## config.mk

```make
export PLATFORM = sky130hd
export DESIGN_NAME = four_channel_incremental_pid
export DESIGN_NICKNAME = d
export VERILOG_FILES = /design/src/hdl/icpid_pkg.sv /design/src/hdl/four_channel_incremental_pid.sv
export SDC_FILE = /design/constraint.sdc
export NUM_CORES = 2
export LEC_CHECK = 0
export BUFFER_PORTS_ARGS = -buffer_cell sky130_fd_sc_hd__buf_2
export CAP_MARGIN = 20
export CORE_MARGIN = 5
export CORE_UTILIZATION = 35
export CTS_CLUSTER_DIAMETER = 150
export DETAILED_ROUTE_END_ITERATION = 8
export GPL_TIMING_DRIVEN = 0
export PLACE_DENSITY_LB_ADDON = 0.12
export RECOVER_POWER = 25
export SYNTH_ARGS = -nofsm -noshare
export SYNTH_HDL_FRONTEND = slang
export SYNTH_SLANG_ARGS = --single-unit
```

## constraint.sdc

```tcl
create_clock -name clk_i -period 11.35 [get_ports clk_i]
set_input_delay 0.5675 -clock clk_i [delete_from_list [all_inputs] [get_ports clk_i]]
set_output_delay 0.5675 -clock clk_i [all_outputs]
set_load 0.01 [all_outputs]
```

## src/hdl/icpid_pkg.sv

```systemverilog
// icpid_pkg: shared types and constants for the four channel incremental pid block
// no dependencies; imported by four_channel_incremental_pid and its checker

package icpid_pkg;

  localparam int unsigned CountW = 16;
  localparam int unsigned GainW  = 16;
  localparam int unsigned ErrW   = 17;
  localparam int unsigned ProdW  = 33;
  localparam int unsigned IncW   = 35;
  localparam int unsigned AccW   = 40;
  localparam int unsigned ChanW  = 2;
  localparam int unsigned DutyW  = 10;
  localparam int unsigned CfgIdxW = 2;

  typedef enum logic [CfgIdxW-1:0] {
    REG_TARGET    = 2'd0,
    REG_GAIN_CUR  = 2'd1,
    REG_GAIN_LAST = 2'd2,
    REG_GAIN_PREV = 2'd3
  } cfg_reg_e;

  typedef struct packed {
    logic                     valid;
    logic                     in_range;
    logic [ChanW-1:0]         channel;
    logic signed [ProdW-1:0]  p_cur;
    logic signed [ProdW-1:0]  p_last;
    logic signed [ProdW-1:0]  p_prev;
  } prod_stage_t;

endpackage

```

## src/hdl/four_channel_incremental_pid.sv

```systemverilog
// four_channel_incremental_pid: per-channel incremental pid speed controller
// depends on icpid_pkg; checked by icpid_checker (bound in its own file)

// One item per clock cycle is accepted when the result side keeps up; each item
// passes, after acceptance, through the input register, the multiply stage with the
// three gain products and the accumulate stage with saturation and duty clamp. An
// item on the same channel as the one before it sees that item's updated errors
// and drive, as errors are updated at the multiply stage and the drive at the
// accumulate stage. The channel travels in tuser, the count and duty in tdata.
// A stalled result holds the whole pipeline; the input register still fills.
// Registers are written by cfg_we_i and should change only while the block is idle.

module four_channel_incremental_pid
  import icpid_pkg::*;
#(
  parameter int unsigned CHANNELS   = 4,
  parameter int unsigned OUTPUT_MAX = 900
) (
  input  logic                clk_i,
  input  logic                rst_ni,

  input  logic                s_axis_tvalid,
  output logic                s_axis_tready,
  input  logic [15:0]         s_axis_tdata,   // [15:0] measured_count
  input  logic [ChanW-1:0]    s_axis_tuser,   // [1:0] channel

  output logic                m_axis_tvalid,
  input  logic                m_axis_tready,
  output logic [15:0]         m_axis_tdata,   // [9:0] duty, [15:10] zero
  output logic [ChanW-1:0]    m_axis_tuser,   // [1:0] out_channel

  input  logic                cfg_we_i,
  input  logic [CfgIdxW-1:0]  cfg_index_i,
  input  logic [GainW-1:0]    cfg_data_i
);

  localparam int unsigned IdxW = (CHANNELS > 1) ? $clog2(CHANNELS) : 1;
  localparam logic signed [AccW-1:0] AccMax  = {1'b0, {(AccW-1){1'b1}}};
  localparam logic signed [AccW-1:0] AccMin  = {1'b1, {(AccW-1){1'b0}}};
  localparam logic signed [AccW-1:0] DutyMax = AccW'(OUTPUT_MAX);

  // configuration
  logic [CountW-1:0]       target_q;
  logic signed [GainW-1:0] gain_cur_q, gain_last_q, gain_prev_q;

  always_ff @(posedge clk_i or negedge rst_ni) begin
    if (!rst_ni) begin
      target_q    <= '0;
      gain_cur_q  <= '0;
      gain_last_q <= '0;
      gain_prev_q <= '0;
    end else if (cfg_we_i) begin
      unique case (cfg_reg_e'(cfg_index_i))
        REG_TARGET:    target_q    <= cfg_data_i;
        REG_GAIN_CUR:  gain_cur_q  <= cfg_data_i;
        REG_GAIN_LAST: gain_last_q <= cfg_data_i;
        REG_GAIN_PREV: gain_prev_q <= cfg_data_i;
        default: ;
      endcase
    end
  end

  // pipeline control
  logic en;
  logic in_valid_q, in_valid_d;
  logic [ChanW-1:0]  in_chan_q;
  logic [CountW-1:0] in_count_q;
  logic              in_load;

  assign en            = !m_axis_tvalid || m_axis_tready;
  assign s_axis_tready = en || !in_valid_q;
  assign in_load       = s_axis_tvalid && s_axis_tready;

  always_comb begin
    if (en) begin
      in_valid_d = in_load;
    end else begin
      in_valid_d = in_valid_q || in_load;
    end
  end

  always_ff @(posedge clk_i or negedge rst_ni) begin
    if (!rst_ni) begin
      in_valid_q <= 1'b0;
    end else begin
      in_valid_q <= in_valid_d;
    end
  end

  always_ff @(posedge clk_i) begin
    if (in_load) begin
      in_chan_q  <= s_axis_tuser;
      in_count_q <= s_axis_tdata;
    end
  end

  // multiply stage
  logic signed [ErrW-1:0] last_err_q  [CHANNELS];
  logic signed [ErrW-1:0] prior_err_q [CHANNELS];
  logic [IdxW-1:0]        in_idx;
  logic                   in_range;
  logic signed [ErrW-1:0] err;
  logic signed [ErrW-1:0] last_err_rd, prior_err_rd;
  prod_stage_t            prod_q, prod_d;

  assign in_idx       = IdxW'(in_chan_q);
  assign in_range     = 32'(in_chan_q) < CHANNELS;
  assign err          = $signed({1'b0, target_q}) - $signed({1'b0, in_count_q});
  assign last_err_rd  = last_err_q[in_idx];
  assign prior_err_rd = prior_err_q[in_idx];

  always_comb begin
    prod_d.valid    = in_valid_q;
    prod_d.in_range = in_range;
    prod_d.channel  = in_chan_q;
    prod_d.p_cur    = {{(ProdW-GainW){gain_cur_q[GainW-1]}}, gain_cur_q}
                    * {{(ProdW-ErrW){err[ErrW-1]}}, err};
    prod_d.p_last   = {{(ProdW-GainW){gain_last_q[GainW-1]}}, gain_last_q}
                    * {{(ProdW-ErrW){last_err_rd[ErrW-1]}}, last_err_rd};
    prod_d.p_prev   = {{(ProdW-GainW){gain_prev_q[GainW-1]}}, gain_prev_q}
                    * {{(ProdW-ErrW){prior_err_rd[ErrW-1]}}, prior_err_rd};
  end

  always_ff @(posedge clk_i or negedge rst_ni) begin
    if (!rst_ni) begin
      for (int i = 0; i < CHANNELS; i++) begin
        last_err_q[i]  <= '0;
        prior_err_q[i] <= '0;
      end
      prod_q <= '0;
    end else if (en) begin
      prod_q <= prod_d;
      if (in_valid_q && in_range) begin
        prior_err_q[in_idx] <= last_err_rd;
        last_err_q[in_idx]  <= err;
      end
    end
  end

  // accumulate stage
  logic signed [AccW-1:0] acc_q [CHANNELS];
  logic [IdxW-1:0]        acc_idx;
  logic signed [IncW-1:0] inc;
  logic signed [AccW:0]   acc_sum;
  logic signed [AccW-1:0] acc_new;
  logic [DutyW-1:0]       duty;
  logic                   out_valid_q;
  logic [ChanW-1:0]       out_chan_q;
  logic [DutyW-1:0]       out_duty_q;

  assign acc_idx = IdxW'(prod_q.channel);
  assign inc     = IncW'(prod_q.p_cur) - IncW'(prod_q.p_last) + IncW'(prod_q.p_prev);
  assign acc_sum = {acc_q[acc_idx][AccW-1], acc_q[acc_idx]}
                 + {{(AccW+1-IncW){inc[IncW-1]}}, inc};

  always_comb begin
    if (acc_sum[AccW] != acc_sum[AccW-1]) begin
      acc_new = acc_sum[AccW] ? AccMin : AccMax;
    end else begin
      acc_new = acc_sum[AccW-1:0];
    end
    if (!prod_q.in_range || acc_new < 0) begin
      duty = '0;
    end else if (acc_new > DutyMax) begin
      duty = DutyMax[DutyW-1:0];
    end else begin
      duty = acc_new[DutyW-1:0];
    end
  end

  always_ff @(posedge clk_i or negedge rst_ni) begin
    if (!rst_ni) begin
      for (int i = 0; i < CHANNELS; i++) begin
        acc_q[i] <= '0;
      end
      out_valid_q <= 1'b0;
    end else if (en) begin
      out_valid_q <= prod_q.valid;
      if (prod_q.valid && prod_q.in_range) begin
        acc_q[acc_idx] <= acc_new;
      end
    end
  end

  always_ff @(posedge clk_i) begin
    if (en) begin
      out_chan_q <= prod_q.channel;
      out_duty_q <= duty;
    end
  end

  assign m_axis_tvalid = out_valid_q;
  assign m_axis_tuser  = out_chan_q;
  assign m_axis_tdata  = {{(16-DutyW){1'b0}}, out_duty_q};

endmodule

```

==> impl_metrics.py <==
metrics = {
    "sta": {
        "rsz0062_at_grt": "no",
        "fmax_mhz": 95.56,
        "slew_headroom_pct": -183.6,
        "fin_crit_ns": 10.46,
        "finalHoldViolCount": 0,
        "tightest_slew_ns": 4.254,
        "setup_viol": 0,
        "slew_viol_final": 262,
        "setup_slack_ns": 0.8851,
        "finClkSkew_ns": 0.04181,
        "whs_ns": 0.06257,
        "fin_crit_sh_pct": 92.20,
    },
    "global_route": {
        "antenna_found_initial": 17,
        "grt_pass1_vias": 41600,
        "grt_max_degree": 107,
        "met2_usage_pct": 35.35,
        "grtUsageMet1_pct": 29.37,
        "grt_first_pass_wirelength_mm": 266.5,
        "grtUsageTotal_pct": 21.07,
        "overflow": 0,
        "grt-busiest-layer": "met2",
        "use_met3_pct": 2.149,
    },
    "setup_path": {
        "worst-r2r-setup-slack_ns": 0.89,
        "critical_path.slowest_cell": "xnor2_1",
        "cpMostUsedCell": "fa_1",
        "cp_top_family": "adder cells",
        "arrival_ns": 10.98,
        "worst_setup_path_start_kind": "flop",
        "criticalPathCategory": "flop to flop",
        "worstPathMaxFanout": 10,
        "cp_num_buf_inv": 5,
        "required_ns": 11.86,
        "max_stage_delay_ns": 0.85,
        "end_kind": "flop",
    },
    "synth": {
        "synth_largest_area_cell": "fa_1",
        "netlist_instances": 5565,
        "ys_async_sr_fraction_pct": 93.94,
        "seq_area_frac_synth_pct": 22.60,
        "synth.distinct_cells": 79,
        "post_synth.cell_area_avg_sq_um": 9.968,
        "ys_top_cells_by_area": "fa_1 (33%), dfrtp_1 (21%), inv_1 (7.4%)",
        "yosys.area.top_type_share_pct": 32.55,
        "synthFlopType": "dfrtp_1",
        "yosysWarnings": 0,
        "ys_seq_elements": 495,
        "synth-edff-count": 30,
        "synth.cell_area_sq_um": 55470,
    },
    "job": {
        "drv_cap": 4,
    },
    "clock_network": {
        "cts_tree": "yes",
        "cts_max_level": 2,
        "cts_setup_buffers": 0,
        "clockRootBuffer": "clkbuf_16",
        "clkTransAtPathRegs_ns": 0.06,
        "clk_latency_ns": 0.68,
        "cts_buffers": 59,
        "clock_sinks": 495,
        "max-clock-path-buffers": 3,
    },
    "min_path": {
        "hold_path.class": "input pin to flop",
    },
    "outcome": {
        "violations": "max-capacitance violations, max-slew violations",
        "status": "complete, but fails checks",
    },
    "cells_and_area": {
        "area_delta_synth_final_pct": 9.169,
        "final_cell_mix": "inv_1 (1092), fa_1 (902), nand2_1 (720), dfrtp_1 (465), and2_1 (337)",
        "utilization_pct": 38.32,
        "nNetsFinal": 6953,
        "postLayoutCellArea_sq_um": 60560,
        "antenna_cells": 0,
        "fillers": 15890,
        "drive_gt1_share_pct": 7.777,
        "final_common_cell": "inv_1",
    },
    "floorplanning": {
        "fp.dieW_microns": 408.1,
        "dieArea_sq_um": 166500,
        "ios": 61,
        "core_sq_um": 158000,
        "start_util_pct": 35.10,
        "dieHeight_microns": 408.1,
        "placementRows": 146,
    },
    "place": {
        "dpl-instance-area_sq_um": 58630,
        "post-place-ws_ns": 0.7188,
        "portBuffers": 54,
        "hpwlAfterDp_mm": 143.5,
        "gp_congestion": 0.8669,
    },
    "routing": {
        "vias": 38840,
        "vias_per_cell": 4.967,
        "ant_nets": 0,
        "first_iter_violations": 2547,
        "drt_wl_total_mm": 174.9,
        "post_drt_wl_per_cell_microns": 22.37,
        "drt_first_pass_iters": 5,
        "drc": 0,
    },
}
-- per-layer routing --
| layer | part of all wire (%) | up-vias |
|---|---|---|
| met4 | 2.9 | 4 |
| met3 | 3.9 | 180 |
| met1 | 45 | 20410 |
| li1 | - | 17500 |
| met2 | 48 | 748 |
| met5 | 0.014 | - |
-- cells by family (layout without fill, tap and decap cells) --
group	after synthesis	in the layout	synth area share, %
simple gates	1460	1460	12.44
buf+inv	1358	1536	9.237
fa+ha+maj	1211	1211	39.52
compound gates	626	626	6.981
flops	495	495	22.60
mux	261	261	6.801
xor+xnor	153	153	2.416
other cells	1	6	0.006760
-- area by class of cell --
class	instances	area, sq um	area share [%]
plain buffers	265	1020	1.684
clock buffers	83	1707	2.818
clock inverters	24	249.0	0.4112
inverters	1093	4103	6.775
multi-input cells	3717	37830	62.47
flip-flops and latches	495	12540	20.70
well taps	2072	2592	4.281
repair buffers	71	516.7	0.8533
-- flip-flops by register name, indices dropped and copies added, names as in the netlist, 10 cells and up --
signal       flops
acc_q          160
gain_cur_q      16
gain_last_q     16
gain_prev_q     16
in_count_q      16
last_err_q      68
out_duty_q      10
prior_err_q     68
prod_q         101
target_q        16
-- through the flow --
stage	instances	setup TNS, ns
3_5_place_dp	7709	0
4_1_cts	7817	0
3_3_place_gp	7696	-290.91
2_1_floorplan	5570	0
6_report	7820	0
5_1_grt	7820	0
-- timing repair --
action                                 CTS  global route
hold buffers                             1             0
gates resized for setup                  0             0
endpoints found under the hold margin   51             0
-- cell usage after synthesis (40+ instances only) --
cell type and number:
nand2_1 720, a21oi_1 156, a21o_1 58, nor2_1 164, clkbuf_1 238, and2_1 337
inv_1 1092, nand2b_1 61, xor2_1 57, o21ai_0 224, mux4_2 74, ha_1 308
xnor2_1 96, mux2_2 187, fa_1 902, dfrtp_1 465, nand3_1 40
-- path summary, 6_finish.rpt --
| kind | start | to | depth (start not counted) |
|---|---|---|---|
| min in group asynchronous | rst_ni | prod_q[97]$_DFFE_PN0N_ | 2 |
| worst min-delay path | s_axis_tdata[10] | in_count_q[10]$_DFFE_PP_ | 1 |
| worst max register to register | target_q[0]$_DFFE_PN0P_ | prod_q[98]$_DFFE_PN0N_ | 33 |
| max in group asynchronous | rst_ni | acc_q[108]$_DFFE_PN0P_ | 3 |
| worst max-delay path | target_q[0]$_DFFE_PN0P_ | prod_q[98]$_DFFE_PN0N_ | 33 |
| worst min register to register | acc_q[56]$_DFFE_PN0P_ | acc_q[56]$_DFFE_PN0P_ | 2 |
Power is not shown: default switching activity piles up to over one toggle a cycle in this logic, so the estimate is an artifact.
